`src/sv/sat_pkg.sv`:
```
// ----------------------------------------------------------------------------
// Section address translator package
// Shared constants, command codes and structs for the translator modules.
// ----------------------------------------------------------------------------
package sat_pkg;

    // Section table sizing
    localparam int SECT_MAX = 16;
    localparam int IDX_W    = (SECT_MAX > 1) ? $clog2(SECT_MAX) : 1;
    localparam int CNT_W    = $clog2(SECT_MAX + 1);
    localparam logic [CNT_W-1:0] SECT_MAX_CNT = CNT_W'(SECT_MAX);

    // Configuration port
    localparam int PADDR_W = 4;
    localparam logic [1:0] REG_IMAGE_BASE   = 2'd0;
    localparam logic [1:0] REG_PROCESS_BASE = 2'd1;
    localparam logic [1:0] REG_USE_PROCESS  = 2'd2;

    // Request commands
    localparam logic [3:0] CMD_CLEAR        = 4'd0;
    localparam logic [3:0] CMD_APPEND       = 4'd1;
    localparam logic [3:0] CMD_VA_TO_OFFSET = 4'd2;
    localparam logic [3:0] CMD_VA_TO_ADDR   = 4'd3;
    localparam logic [3:0] CMD_ADDR_TO_VA   = 4'd4;
    localparam logic [3:0] CMD_VA_TO_ABS    = 4'd5;
    localparam logic [3:0] CMD_ABS_TO_VA    = 4'd6;
    localparam logic [3:0] CMD_ABS_TO_ADDR  = 4'd7;
    localparam logic [3:0] CMD_ADDR_TO_ABS  = 4'd8;

    // One section table row
    typedef struct packed {
        logic [31:0] start;
        logic [31:0] file_pos;
        logic [31:0] image_size;
        logic [31:0] raw_size;
        logic [31:0] load_addr;
    } sect_row_t;

    // Configuration registers as seen by the sequencer
    typedef struct packed {
        logic [31:0] image_base;
        logic [31:0] process_base;
        logic        use_process_base;
    } cfg_t;

    // Shared adder: operands and result
    typedef struct packed {
        logic [31:0] a;
        logic [31:0] b;
        logic        sub;
    } alu_req_t;

    typedef struct packed {
        logic [31:0] sum;
        logic        ge;
    } alu_rsp_t;

endpackage

```
`src/sv/sat_ram.sv`:
```
// ----------------------------------------------------------------------------
// Generic RAM
// Single write port, single read port with registered read data.
// ----------------------------------------------------------------------------
module sat_ram #(
    parameter int WIDTH = 32,
    parameter int DEPTH = 16,
    localparam int AW   = (DEPTH > 1) ? $clog2(DEPTH) : 1
) (
    input  logic             clk,
    input  logic             we,
    input  logic [AW-1:0]    waddr,
    input  logic [WIDTH-1:0] wdata,
    input  logic [AW-1:0]    raddr,
    output logic [WIDTH-1:0] rdata
);

    logic [WIDTH-1:0] mem_reg [DEPTH];
    logic [WIDTH-1:0] rdata_reg;

    // Write and registered read
    always_ff @(posedge clk)
    begin
        if (we)
        begin
            mem_reg[waddr] <= wdata;
        end
        rdata_reg <= mem_reg[raddr];
    end

    assign rdata = rdata_reg;

endmodule

```
`src/sv/sat_alu.sv`:
```
// ----------------------------------------------------------------------------
// Shared adder / comparator
// One 32-bit add or subtract per cycle; on subtract also gives a >= b.
// ----------------------------------------------------------------------------
module sat_alu (
    input  sat_pkg::alu_req_t req,
    output sat_pkg::alu_rsp_t rsp
);
    import sat_pkg::*;

    logic [32:0] wide;

    // a + b, or a + ~b + 1; carry out of the subtract means no borrow
    always_comb
    begin
        wide    = {1'b0, req.a} + {1'b0, (req.sub ? ~req.b : req.b)} + {32'd0, req.sub};
        rsp.sum = wide[31:0];
        rsp.ge  = req.sub & wide[32];
    end

endmodule

```
`src/sv/sat_ctrl.sv`:
```
// ----------------------------------------------------------------------------
// Section translator sequencer
// Runs each lookup or conversion as a series of steps on the shared adder: table scan,
// bound checks, offset arithmetic and base conversions. Holds the response.
// ----------------------------------------------------------------------------
module sat_ctrl (
    input  logic                         clk,
    input  logic                         rst_n,
    input  sat_pkg::cfg_t                cfg,
    // request channel
    input  logic                         req_valid,
    output logic                         req_stall,
    input  logic [3:0]                   command,
    input  sat_pkg::sect_row_t           entry,
    input  logic [31:0]                  query_value,
    // response channel
    output logic                         rsp_valid,
    input  logic                         rsp_stall,
    output logic [31:0]                  result_value,
    output logic                         table_full,
    // shared adder
    output sat_pkg::alu_req_t            alu_req,
    input  sat_pkg::alu_rsp_t            alu_rsp,
    // section table
    output logic                         ram_we,
    output logic [sat_pkg::IDX_W-1:0]    ram_waddr,
    output sat_pkg::sect_row_t           ram_wdata,
    output logic [sat_pkg::IDX_W-1:0]    ram_raddr,
    input  sat_pkg::sect_row_t           ram_rdata
);
    import sat_pkg::*;

    typedef enum logic [3:0] {
        ST_IDLE,
        ST_BASE,
        ST_RD,
        ST_CMP,
        ST_END_ADD,
        ST_END_CMP,
        ST_RAW_ADD,
        ST_RAW_CMP,
        ST_DIFF,
        ST_FIN,
        ST_OUT
    } state_t;

    state_t           state_reg, state_next;
    logic [CNT_W-1:0] cnt_reg, cnt_next;
    logic             hit_vld_reg, hit_vld_next;
    logic             rsp_valid_reg, rsp_valid_next;
    logic [31:0]      result_reg, result_next;
    logic             table_full_reg, table_full_next;

    logic [CNT_W-1:0] scan_reg, scan_next;
    logic [3:0]       cmd_reg, cmd_next;
    logic             by_load_reg, by_load_next;
    logic [31:0]      q_reg, q_next;
    logic [31:0]      acc_reg, acc_next;
    logic [31:0]      res_reg, res_next;
    logic             full_reg, full_next;
    sect_row_t        hit_row_reg, hit_row_next;

    logic [31:0]      base;
    logic [31:0]      key_rd;
    logic [31:0]      key_hit;
    logic [31:0]      other_hit;
    logic [31:0]      miss_val;
    logic             base_add;

    // Operand selection
    assign base      = cfg.use_process_base ? cfg.process_base : cfg.image_base;
    assign key_rd    = by_load_reg ? ram_rdata.load_addr : ram_rdata.start;
    assign key_hit   = by_load_reg ? hit_row_reg.load_addr : hit_row_reg.start;
    assign other_hit = by_load_reg ? hit_row_reg.start :
                       ((cmd_reg == CMD_VA_TO_OFFSET) ? hit_row_reg.file_pos
                                                      : hit_row_reg.load_addr);
    // lookups by start return the query on a miss, lookups by load address 0
    assign miss_val  = by_load_reg ? 32'd0 : q_reg;
    assign base_add  = (cmd_reg == CMD_VA_TO_ABS) || (cmd_reg == CMD_ADDR_TO_ABS);

    // Table ports
    assign ram_waddr = cnt_reg[IDX_W-1:0];
    assign ram_wdata = entry;
    assign ram_raddr = scan_reg[IDX_W-1:0];

    // Shared adder operands per step
    always_comb
    begin
        alu_req.a   = q_reg;
        alu_req.b   = acc_reg;
        alu_req.sub = 1'b0;
        unique case (state_reg)
            ST_BASE:
            begin
                alu_req.a   = base_add ? base : q_reg;
                alu_req.b   = base_add ? q_reg : base;
                alu_req.sub = !base_add;
            end
            ST_CMP:
            begin
                alu_req.b   = key_rd;
                alu_req.sub = 1'b1;
            end
            ST_END_ADD:
            begin
                alu_req.a = key_hit;
                alu_req.b = hit_row_reg.image_size;
            end
            ST_END_CMP, ST_RAW_CMP:
            begin
                alu_req.sub = 1'b1;
            end
            ST_RAW_ADD:
            begin
                alu_req.a = hit_row_reg.start;
                alu_req.b = hit_row_reg.raw_size;
            end
            ST_DIFF:
            begin
                alu_req.b   = key_hit;
                alu_req.sub = 1'b1;
            end
            ST_FIN:
            begin
                alu_req.a = acc_reg;
                alu_req.b = other_hit;
            end
            default:
            begin
                alu_req.sub = 1'b0;
            end
        endcase
    end

    // Sequencer next state
    always_comb
    begin
        state_next      = state_reg;
        cnt_next        = cnt_reg;
        hit_vld_next    = hit_vld_reg;
        rsp_valid_next  = rsp_valid_reg && rsp_stall;
        result_next     = result_reg;
        table_full_next = table_full_reg;
        scan_next       = scan_reg;
        cmd_next        = cmd_reg;
        by_load_next    = by_load_reg;
        q_next          = q_reg;
        acc_next        = acc_reg;
        res_next        = res_reg;
        full_next       = full_reg;
        hit_row_next    = hit_row_reg;
        ram_we          = 1'b0;

        unique case (state_reg)
            ST_IDLE:
            begin
                if (req_valid)
                begin
                    cmd_next     = command;
                    q_next       = query_value;
                    res_next     = 32'd0;
                    full_next    = 1'b0;
                    scan_next    = '0;
                    hit_vld_next = 1'b0;
                    unique case (command)
                        CMD_CLEAR:
                        begin
                            cnt_next   = '0;
                            state_next = ST_OUT;
                        end
                        CMD_APPEND:
                        begin
                            if (cnt_reg >= SECT_MAX_CNT)
                            begin
                                full_next = 1'b1;
                            end
                            else
                            begin
                                ram_we   = 1'b1;
                                cnt_next = cnt_reg + CNT_W'(1);
                            end
                            state_next = ST_OUT;
                        end
                        CMD_VA_TO_OFFSET, CMD_VA_TO_ADDR:
                        begin
                            by_load_next = 1'b0;
                            res_next     = query_value;
                            state_next   = (cnt_reg == '0) ? ST_OUT : ST_RD;
                        end
                        CMD_ADDR_TO_VA, CMD_ADDR_TO_ABS:
                        begin
                            by_load_next = 1'b1;
                            state_next   = (cnt_reg == '0) ? ST_OUT : ST_RD;
                        end
                        CMD_VA_TO_ABS, CMD_ABS_TO_VA, CMD_ABS_TO_ADDR:
                        begin
                            state_next = ST_BASE;
                        end
                        default:
                        begin
                            state_next = ST_OUT;
                        end
                    endcase
                end
            end

            // base add, or base subtract with underflow to zero
            ST_BASE:
            begin
                state_next = ST_OUT;
                if (base_add)
                begin
                    res_next = alu_rsp.sum;
                end
                else if (!alu_rsp.ge || (alu_rsp.sum == 32'd0))
                begin
                    res_next = 32'd0;
                end
                else if (cmd_reg == CMD_ABS_TO_VA)
                begin
                    res_next = alu_rsp.sum;
                end
                else
                begin
                    // absolute to load address: continue with a lookup by start
                    q_next       = alu_rsp.sum;
                    res_next     = alu_rsp.sum;
                    by_load_next = 1'b0;
                    scan_next    = '0;
                    hit_vld_next = 1'b0;
                    state_next   = (cnt_reg == '0) ? ST_OUT : ST_RD;
                end
            end

            ST_RD:
            begin
                state_next = ST_CMP;
            end

            // keep the last entry whose key is not above the query
            ST_CMP:
            begin
                if (alu_rsp.ge)
                begin
                    hit_row_next = ram_rdata;
                    hit_vld_next = 1'b1;
                    scan_next    = scan_reg + CNT_W'(1);
                    state_next   = (scan_next == cnt_reg) ? ST_END_ADD : ST_RD;
                end
                else if (hit_vld_reg)
                begin
                    state_next = ST_END_ADD;
                end
                else
                begin
                    res_next   = miss_val;
                    state_next = ST_OUT;
                end
            end

            ST_END_ADD:
            begin
                acc_next   = alu_rsp.sum;
                state_next = ST_END_CMP;
            end

            // outside the image size counts as a miss
            ST_END_CMP:
            begin
                if (alu_rsp.ge)
                begin
                    res_next   = miss_val;
                    state_next = ST_OUT;
                end
                else
                begin
                    state_next = (cmd_reg == CMD_VA_TO_OFFSET) ? ST_RAW_ADD : ST_DIFF;
                end
            end

            ST_RAW_ADD:
            begin
                acc_next   = alu_rsp.sum;
                state_next = ST_RAW_CMP;
            end

            // past the raw data gives offset zero
            ST_RAW_CMP:
            begin
                if (alu_rsp.ge)
                begin
                    res_next   = 32'd0;
                    state_next = ST_OUT;
                end
                else
                begin
                    state_next = ST_DIFF;
                end
            end

            ST_DIFF:
            begin
                acc_next   = alu_rsp.sum;
                state_next = ST_FIN;
            end

            ST_FIN:
            begin
                state_next = ST_OUT;
                if (cmd_reg != CMD_ADDR_TO_ABS)
                begin
                    res_next = alu_rsp.sum;
                end
                else if (alu_rsp.sum == 32'd0)
                begin
                    res_next = 32'd0;
                end
                else
                begin
                    q_next     = alu_rsp.sum;
                    state_next = ST_BASE;
                end
            end

            // hand over to the response register once it is free
            ST_OUT:
            begin
                if (!rsp_valid_reg || !rsp_stall)
                begin
                    rsp_valid_next  = 1'b1;
                    result_next     = res_reg;
                    table_full_next = full_reg;
                    state_next      = ST_IDLE;
                end
            end

            default:
            begin
                state_next = ST_IDLE;
            end
        endcase
    end

    // State and response registers
    always_ff @(posedge clk or negedge rst_n)
    begin
        if (!rst_n)
        begin
            state_reg      <= ST_IDLE;
            cnt_reg        <= '0;
            hit_vld_reg    <= 1'b0;
            rsp_valid_reg  <= 1'b0;
            result_reg     <= 32'd0;
            table_full_reg <= 1'b0;
        end
        else
        begin
            state_reg      <= state_next;
            cnt_reg        <= cnt_next;
            hit_vld_reg    <= hit_vld_next;
            rsp_valid_reg  <= rsp_valid_next;
            result_reg     <= result_next;
            table_full_reg <= table_full_next;
        end
    end

    // Working registers
    always_ff @(posedge clk)
    begin
        scan_reg    <= scan_next;
        cmd_reg     <= cmd_next;
        by_load_reg <= by_load_next;
        q_reg       <= q_next;
        acc_reg     <= acc_next;
        res_reg     <= res_next;
        full_reg    <= full_next;
        hit_row_reg <= hit_row_next;
    end

    assign req_stall    = (state_reg != ST_IDLE);
    assign rsp_valid    = rsp_valid_reg;
    assign result_value = result_reg;
    assign table_full   = table_full_reg;

    // Checks
    a_cnt_bound: assert property (@(posedge clk) disable iff (!rst_n)
        cnt_reg <= SECT_MAX_CNT)
        else $error("section count beyond table size");

    a_write_room: assert property (@(posedge clk) disable iff (!rst_n)
        ram_we |-> (cnt_reg < SECT_MAX_CNT))
        else $error("table write with no free entry");

    a_scan_range: assert property (@(posedge clk) disable iff (!rst_n)
        (state_reg == ST_RD) |-> (scan_reg < cnt_reg))
        else $error("scan past last valid entry");

    a_busy_after_accept: assert property (@(posedge clk) disable iff (!rst_n)
        (req_valid && !req_stall) |=> (state_reg != ST_IDLE))
        else $error("accepted request not processed");

    a_rsp_from_out: assert property (@(posedge clk) disable iff (!rst_n)
        $rose(rsp_valid_reg) |-> ($past(state_reg) == ST_OUT))
        else $error("response raised outside hand-over step");

endmodule

```
`src/sv/section_address_translator.sv`:
```
// ----------------------------------------------------------------------------
// Section address translator
// Translates 32-bit addresses through a table of up to SECT_MAX sections,
// which must be appended in ascending start order by the user; the block
// itself does not enforce this. One request is handled at a time; the block
// stalls requests while busy. Clear, append, unused commands and lookups on
// an empty table go straight to the response. A table lookup reads and
// compares one entry at a time, then checks the image size bound (and the
// raw size bound for file offsets) and forms the result. The two combined
// conversions run a base conversion and a lookup in turn. The steps follow
// from the single shared 32-bit adder and the registered read data of the
// section table RAM. A finished response waits in an output register while
// the next request is taken.
// Configuration registers sit on the APB port at byte addresses 0x0
// (image base), 0x4 (process base) and 0x8 (process base select).
// ----------------------------------------------------------------------------
module section_address_translator (
    input  logic                          clk,
    input  logic                          rst_n,
    // configuration port
    input  logic                          psel,
    input  logic                          penable,
    input  logic                          pwrite,
    input  logic [sat_pkg::PADDR_W-1:0]   paddr,
    input  logic [31:0]                   pwdata,
    output logic [31:0]                   prdata,
    output logic                          pready,
    // request channel
    input  logic                          req_valid,
    output logic                          req_stall,
    input  logic [3:0]                    command,
    input  logic [31:0]                   entry_start,
    input  logic [31:0]                   entry_file_pos,
    input  logic [31:0]                   entry_image_size,
    input  logic [31:0]                   entry_raw_size,
    input  logic [31:0]                   entry_load_addr,
    input  logic [31:0]                   query_value,
    // response channel
    output logic                          rsp_valid,
    input  logic                          rsp_stall,
    output logic [31:0]                   result_value,
    output logic                          table_full
);
    import sat_pkg::*;

    logic [31:0] image_base_reg;
    logic [31:0] process_base_reg;
    logic        use_process_reg;
    logic        cfg_wr;
    logic [1:0]  reg_idx;

    cfg_t        cfg;
    sect_row_t   entry;
    alu_req_t    alu_req;
    alu_rsp_t    alu_rsp;
    logic        ram_we;
    logic [IDX_W-1:0] ram_waddr;
    logic [IDX_W-1:0] ram_raddr;
    sect_row_t   ram_wdata;
    sect_row_t   ram_rdata;

    // Configuration registers
    assign pready  = 1'b1;
    assign cfg_wr  = psel && penable && pwrite && pready;
    assign reg_idx = paddr[3:2];

    always_ff @(posedge clk or negedge rst_n)
    begin
        if (!rst_n)
        begin
            image_base_reg   <= 32'd0;
            process_base_reg <= 32'd0;
            use_process_reg  <= 1'b0;
        end
        else if (cfg_wr)
        begin
            unique case (reg_idx)
                REG_IMAGE_BASE:   image_base_reg   <= pwdata;
                REG_PROCESS_BASE: process_base_reg <= pwdata;
                REG_USE_PROCESS:  use_process_reg  <= pwdata[0];
                default:          use_process_reg  <= use_process_reg;
            endcase
        end
    end

    // Register read-back
    always_comb
    begin
        unique case (reg_idx)
            REG_IMAGE_BASE:   prdata = image_base_reg;
            REG_PROCESS_BASE: prdata = process_base_reg;
            REG_USE_PROCESS:  prdata = {31'd0, use_process_reg};
            default:          prdata = 32'd0;
        endcase
    end

    assign cfg.image_base       = image_base_reg;
    assign cfg.process_base     = process_base_reg;
    assign cfg.use_process_base = use_process_reg;

    // Append payload as one table row
    assign entry.start      = entry_start;
    assign entry.file_pos   = entry_file_pos;
    assign entry.image_size = entry_image_size;
    assign entry.raw_size   = entry_raw_size;
    assign entry.load_addr  = entry_load_addr;

    // Section table
    sat_ram #(
        .WIDTH ($bits(sect_row_t)),
        .DEPTH (SECT_MAX)
    ) u_table (
        .clk   (clk),
        .we    (ram_we),
        .waddr (ram_waddr),
        .wdata (ram_wdata),
        .raddr (ram_raddr),
        .rdata (ram_rdata)
    );

    // Shared adder
    sat_alu u_alu (
        .req (alu_req),
        .rsp (alu_rsp)
    );

    // Sequencer
    sat_ctrl u_ctrl (
        .clk          (clk),
        .rst_n        (rst_n),
        .cfg          (cfg),
        .req_valid    (req_valid),
        .req_stall    (req_stall),
        .command      (command),
        .entry        (entry),
        .query_value  (query_value),
        .rsp_valid    (rsp_valid),
        .rsp_stall    (rsp_stall),
        .result_value (result_value),
        .table_full   (table_full),
        .alu_req      (alu_req),
        .alu_rsp      (alu_rsp),
        .ram_we       (ram_we),
        .ram_waddr    (ram_waddr),
        .ram_wdata    (ram_wdata),
        .ram_raddr    (ram_raddr),
        .ram_rdata    (ram_rdata)
    );

endmodule
```
`config.mk`:
```
export PLATFORM = sky130hd
export DESIGN_NAME = section_address_translator
export DESIGN_NICKNAME = d
export VERILOG_FILES = /design/src/sv/sat_pkg.sv /design/src/sv/sat_ram.sv /design/src/sv/sat_alu.sv /design/src/sv/sat_ctrl.sv /design/src/sv/section_address_translator.sv
export SDC_FILE = /design/constraint.sdc
export NUM_CORES = 2
export LEC_CHECK = 0
export ABC_AREA = 1
export BUFFER_PORTS_ARGS = -buffer_cell sky130_fd_sc_hd__clkbuf_2
export CAP_MARGIN = 10
export CORE_ASPECT_RATIO = 0.75
export CORE_MARGIN = 2
export CORE_UTILIZATION = 46
export DETAILED_ROUTE_END_ITERATION = 16
export PLACE_DENSITY = 0.61
export REMOVE_ABC_BUFFERS = 1
export SLEW_MARGIN = 20
export SYNTH_ARGS = -nofsm -noshare
export SYNTH_HDL_FRONTEND = slang
export SYNTH_HIERARCHICAL = 1
export SYNTH_SLANG_ARGS = --single-unit
```
`constraint.sdc`:
```
create_clock -name clk -period 23.1 [get_ports clk]
set_input_delay 3.465 -clock clk [delete_from_list [all_inputs] [get_ports clk]]
set_output_delay 3.465 -clock clk [all_outputs]
set_load 0.02 [all_outputs]
```
==> qor.csv <==
metric,value,unit
status,"finished, final reports clean",
htree_levels,5,
overflow,0,
area_growth,9.65,%
routed_wl,381000,µm
dpl.hpwl,209000,µm
cts_buffer_depth,4,
grt_max_degree,222,
start_util,46.3,%
cp_max_fo,33,
drc,0,
nFillCells,24700,
rr_endpoint,u_ctrl/hit_row_reg[78],
cts_tree,built,
holdPathEnd,u_ctrl/hit_row_reg[102],
reg2reg_slack,15.85,ns
root_buffer,clkbuf_16,
yosysTopAreaCellShare,63.9,%
path_class,input pin to primary output,
holdBufCountCts,0,
switching_share,41.4,%
worst_pin_slew,1.40,ns
synth_cell_types,52,
cp-start-kind,input pin,
clock-sinks,3096,
synth-edff-count,2827,
antenna_found_initial,76,
grt_setup_unrepaired,false,
max-vdd-ir-drop,0.146,mV
power.density,136,mW/mm²
async_reset_ff_share,3.52,%
intPower,11600,µW
synthTopCellsByArea,"edfxtp_1 (64%), nand2_1 (13%), nand3_1 (7.6%), inv_1 (3.6%), dfxtp_1 (2.4%)",
wl_met3,30100,µm
grt.total_usage,25.4,%
dr_total_vias,89500,
skew,0.0556,ns
slew_headroom,6.62,%
ios,307,
fp.dieArea,0.293,mm²
gp_congestion,0.916,
place_area,0.136,mm²
largest_reg_flops,2560,
hold_path_startpoint,u_table/rdata[102],
period_share,37.8,%
portBuffers,303,
yosysSeqAreaShare,68.4,%
die_y,469,µm
final_nets,12700,
grt_pass1_wl,555000,µm
cts_buffers,313,
ys.flop_type,edfxtp_1,
whs_path_depth,0,
drv_slew,0,
yosysMostFrequentCell,nand2_1,
fin_area,0.146,mm²
critical_path_required,19.64,ns
seq_power_share,35.7,%
drtIter0Drc,9516,
holdWs,0.403,ns
yosysTopAreaCell,edfxtp_1,
core-area,0.287,mm²
core.rowCount,170,
arrival,5.28,ns
clkPwrFrac,25.0,%
hold_violations,0,
drive_gt1_share,8.44,%
ant_nets,0,
die_w,624,µm
yosys_register_bits,3096,
reg2reg_depth,25,
wl_met1,159000,µm
yosys_warnings,6,
clock.fmax,114,MHz
p_leak,0.0595,µW
maxCapViolCount,0,
dr.pass1.iters,9,
synthCells,12500,
end_kind,primary output,
clk_latency,0.89,ns
fin_cells,16500,
dp_cells,15900,
ys_top_cells_by_count,"nand2_1 (4,625), edfxtp_1 (2,827), nand3_1 (2,005), inv_1 (1,268), buf_2 (323)",
post_cts_buffers,0,
cts_resized,0,
grt_pass1_vias,84500,
finalSetupTns,0,ns
maxUsedRoutingLayer,met5,
syn_area,0.133,mm²
setup_viol,0,
p_sw,8180,µW
via_per_inst,5.42,
r2r_start,u_ctrl/by_load_reg,
wl_per_cell,23.0,µm
period_minus_slack,8.74,ns
comb_power_share,39.3,%
syn_avg_cell_area,10.6,µm²
total_power,19800,µW
clk_pin_slew,0.06,ns
hp-class,register to register,
wl_met2,175000,µm
-- worst max-delay path by stage --
| stage | depth (start not counted) | endpoint | start | slack, ns |
|---|---|---|---|---|
| 6_report | 7 | prdata[10] | paddr[3] | 14.36 |
| 3_3_place_gp | 7 | prdata[10] | paddr[3] | 14.42 |
| 2_1_floorplan | 7 | u_table/rdata[75] | u_ctrl/scan_reg[0] | -38.47 |
| 3_5_place_dp | 7 | prdata[16] | paddr[3] | 14.42 |
| 4_1_cts | 7 | prdata[16] | paddr[3] | 14.41 |
| 5_1_grt | 7 | prdata[10] | paddr[3] | 14.34 |
-- cells in the final DEF, fill, tap and decap left out, types with 15 or more instances in the layout --
master	netlist	final
or2_2	33	33
clkbuf_1	127	79
diode_2	0	21
edfxtp_1	2827	2827
clkinv_1	1	39
dfrtp_1	109	108
buf_4	229	140
o211ai_1	37	37
nor2_1	121	103
clkbuf_16	0	327
xor2_1	46	46
a221oi_1	19	19
nand2_1	4625	4623
a21oi_1	71	71
clkbuf_2	0	302
nor2_4	8	26
dfxtp_1	160	160
nand3_1	2005	2005
nand2_2	13	15
inv_1	1268	1267
o21ai_0	104	100
clkbuf_8	1	27
ha_1	34	34
clkinv_2	0	53
mux2_4	30	30
nand4_1	36	36
-- metrics by stage --
step,setup slack (ns),util [%]
after global placement,14.42,47.3
final,14.36,50.8
after CTS,14.41,50.8
after global routing,14.34,50.8
after floorplan,-38.47,-
after detailed placement,14.42,47.3
-- logic make-up (layout without fill, tap and decap cells) --
kind of cell             count (synthesis)  count (layout)  share of synthesized area, %
other                                    1              22                       0.00282
XOR/XNOR                                49              49                         0.323
adder cells (fa/ha/maj)                 35              35                         0.335
AND/OR/NAND/NOR                       6884            6884                          21.7
flip-flops                            3096            3096                          68.4
buffers and inverters                 2107            2315                          7.41
multiplexers                            36              36                         0.390
AO/OA/AOI/OAI                          306             306                          1.46
-- final cells by class --
| cell class | instances | area [µm²] | share of cell area, % |
|---|---|---|---|
| inverter | 1287 | 4880 | 3.35 |
| tap | 3784 | 4730 | 3.25 |
| clock inverter | 137 | 1110 | 0.766 |
| timing repair buffer | 458 | 2870 | 1.97 |
| sequential | 3096 | 90800 | 62.4 |
| clock buffer | 433 | 8850 | 6.08 |
| antenna | 21 | 52.6 | 0.0361 |
| multi-input combinational | 7311 | 32300 | 22.2 |
-- critical path: stages --
cell      delay [ns]
clkbuf_2        0.09
inv_1           0.10
nand2_2         0.09
inv_2           0.51
nand2_1         0.10
nand2_1         0.59
clkbuf_2        0.30
-- power groups by stage --
stage               logic [µW]  clock network, µW  registers [µW]
floorplan                 5980                  0            7380
global placement          7550                  0            7170
finish                    7780               4950            7060
CTS                       7670               5030            7060
global route              8470               5240            7080
detailed placement        7620                  0            7170
-- layer usage --
metal	up-vias	GRT usage (%)
met2	3750	40.3
met3	763	4.07
met4	56	10.7
met1	43700	34.9
met5	-	0
li1	41300	-
(Power assumes the default switching activity.)
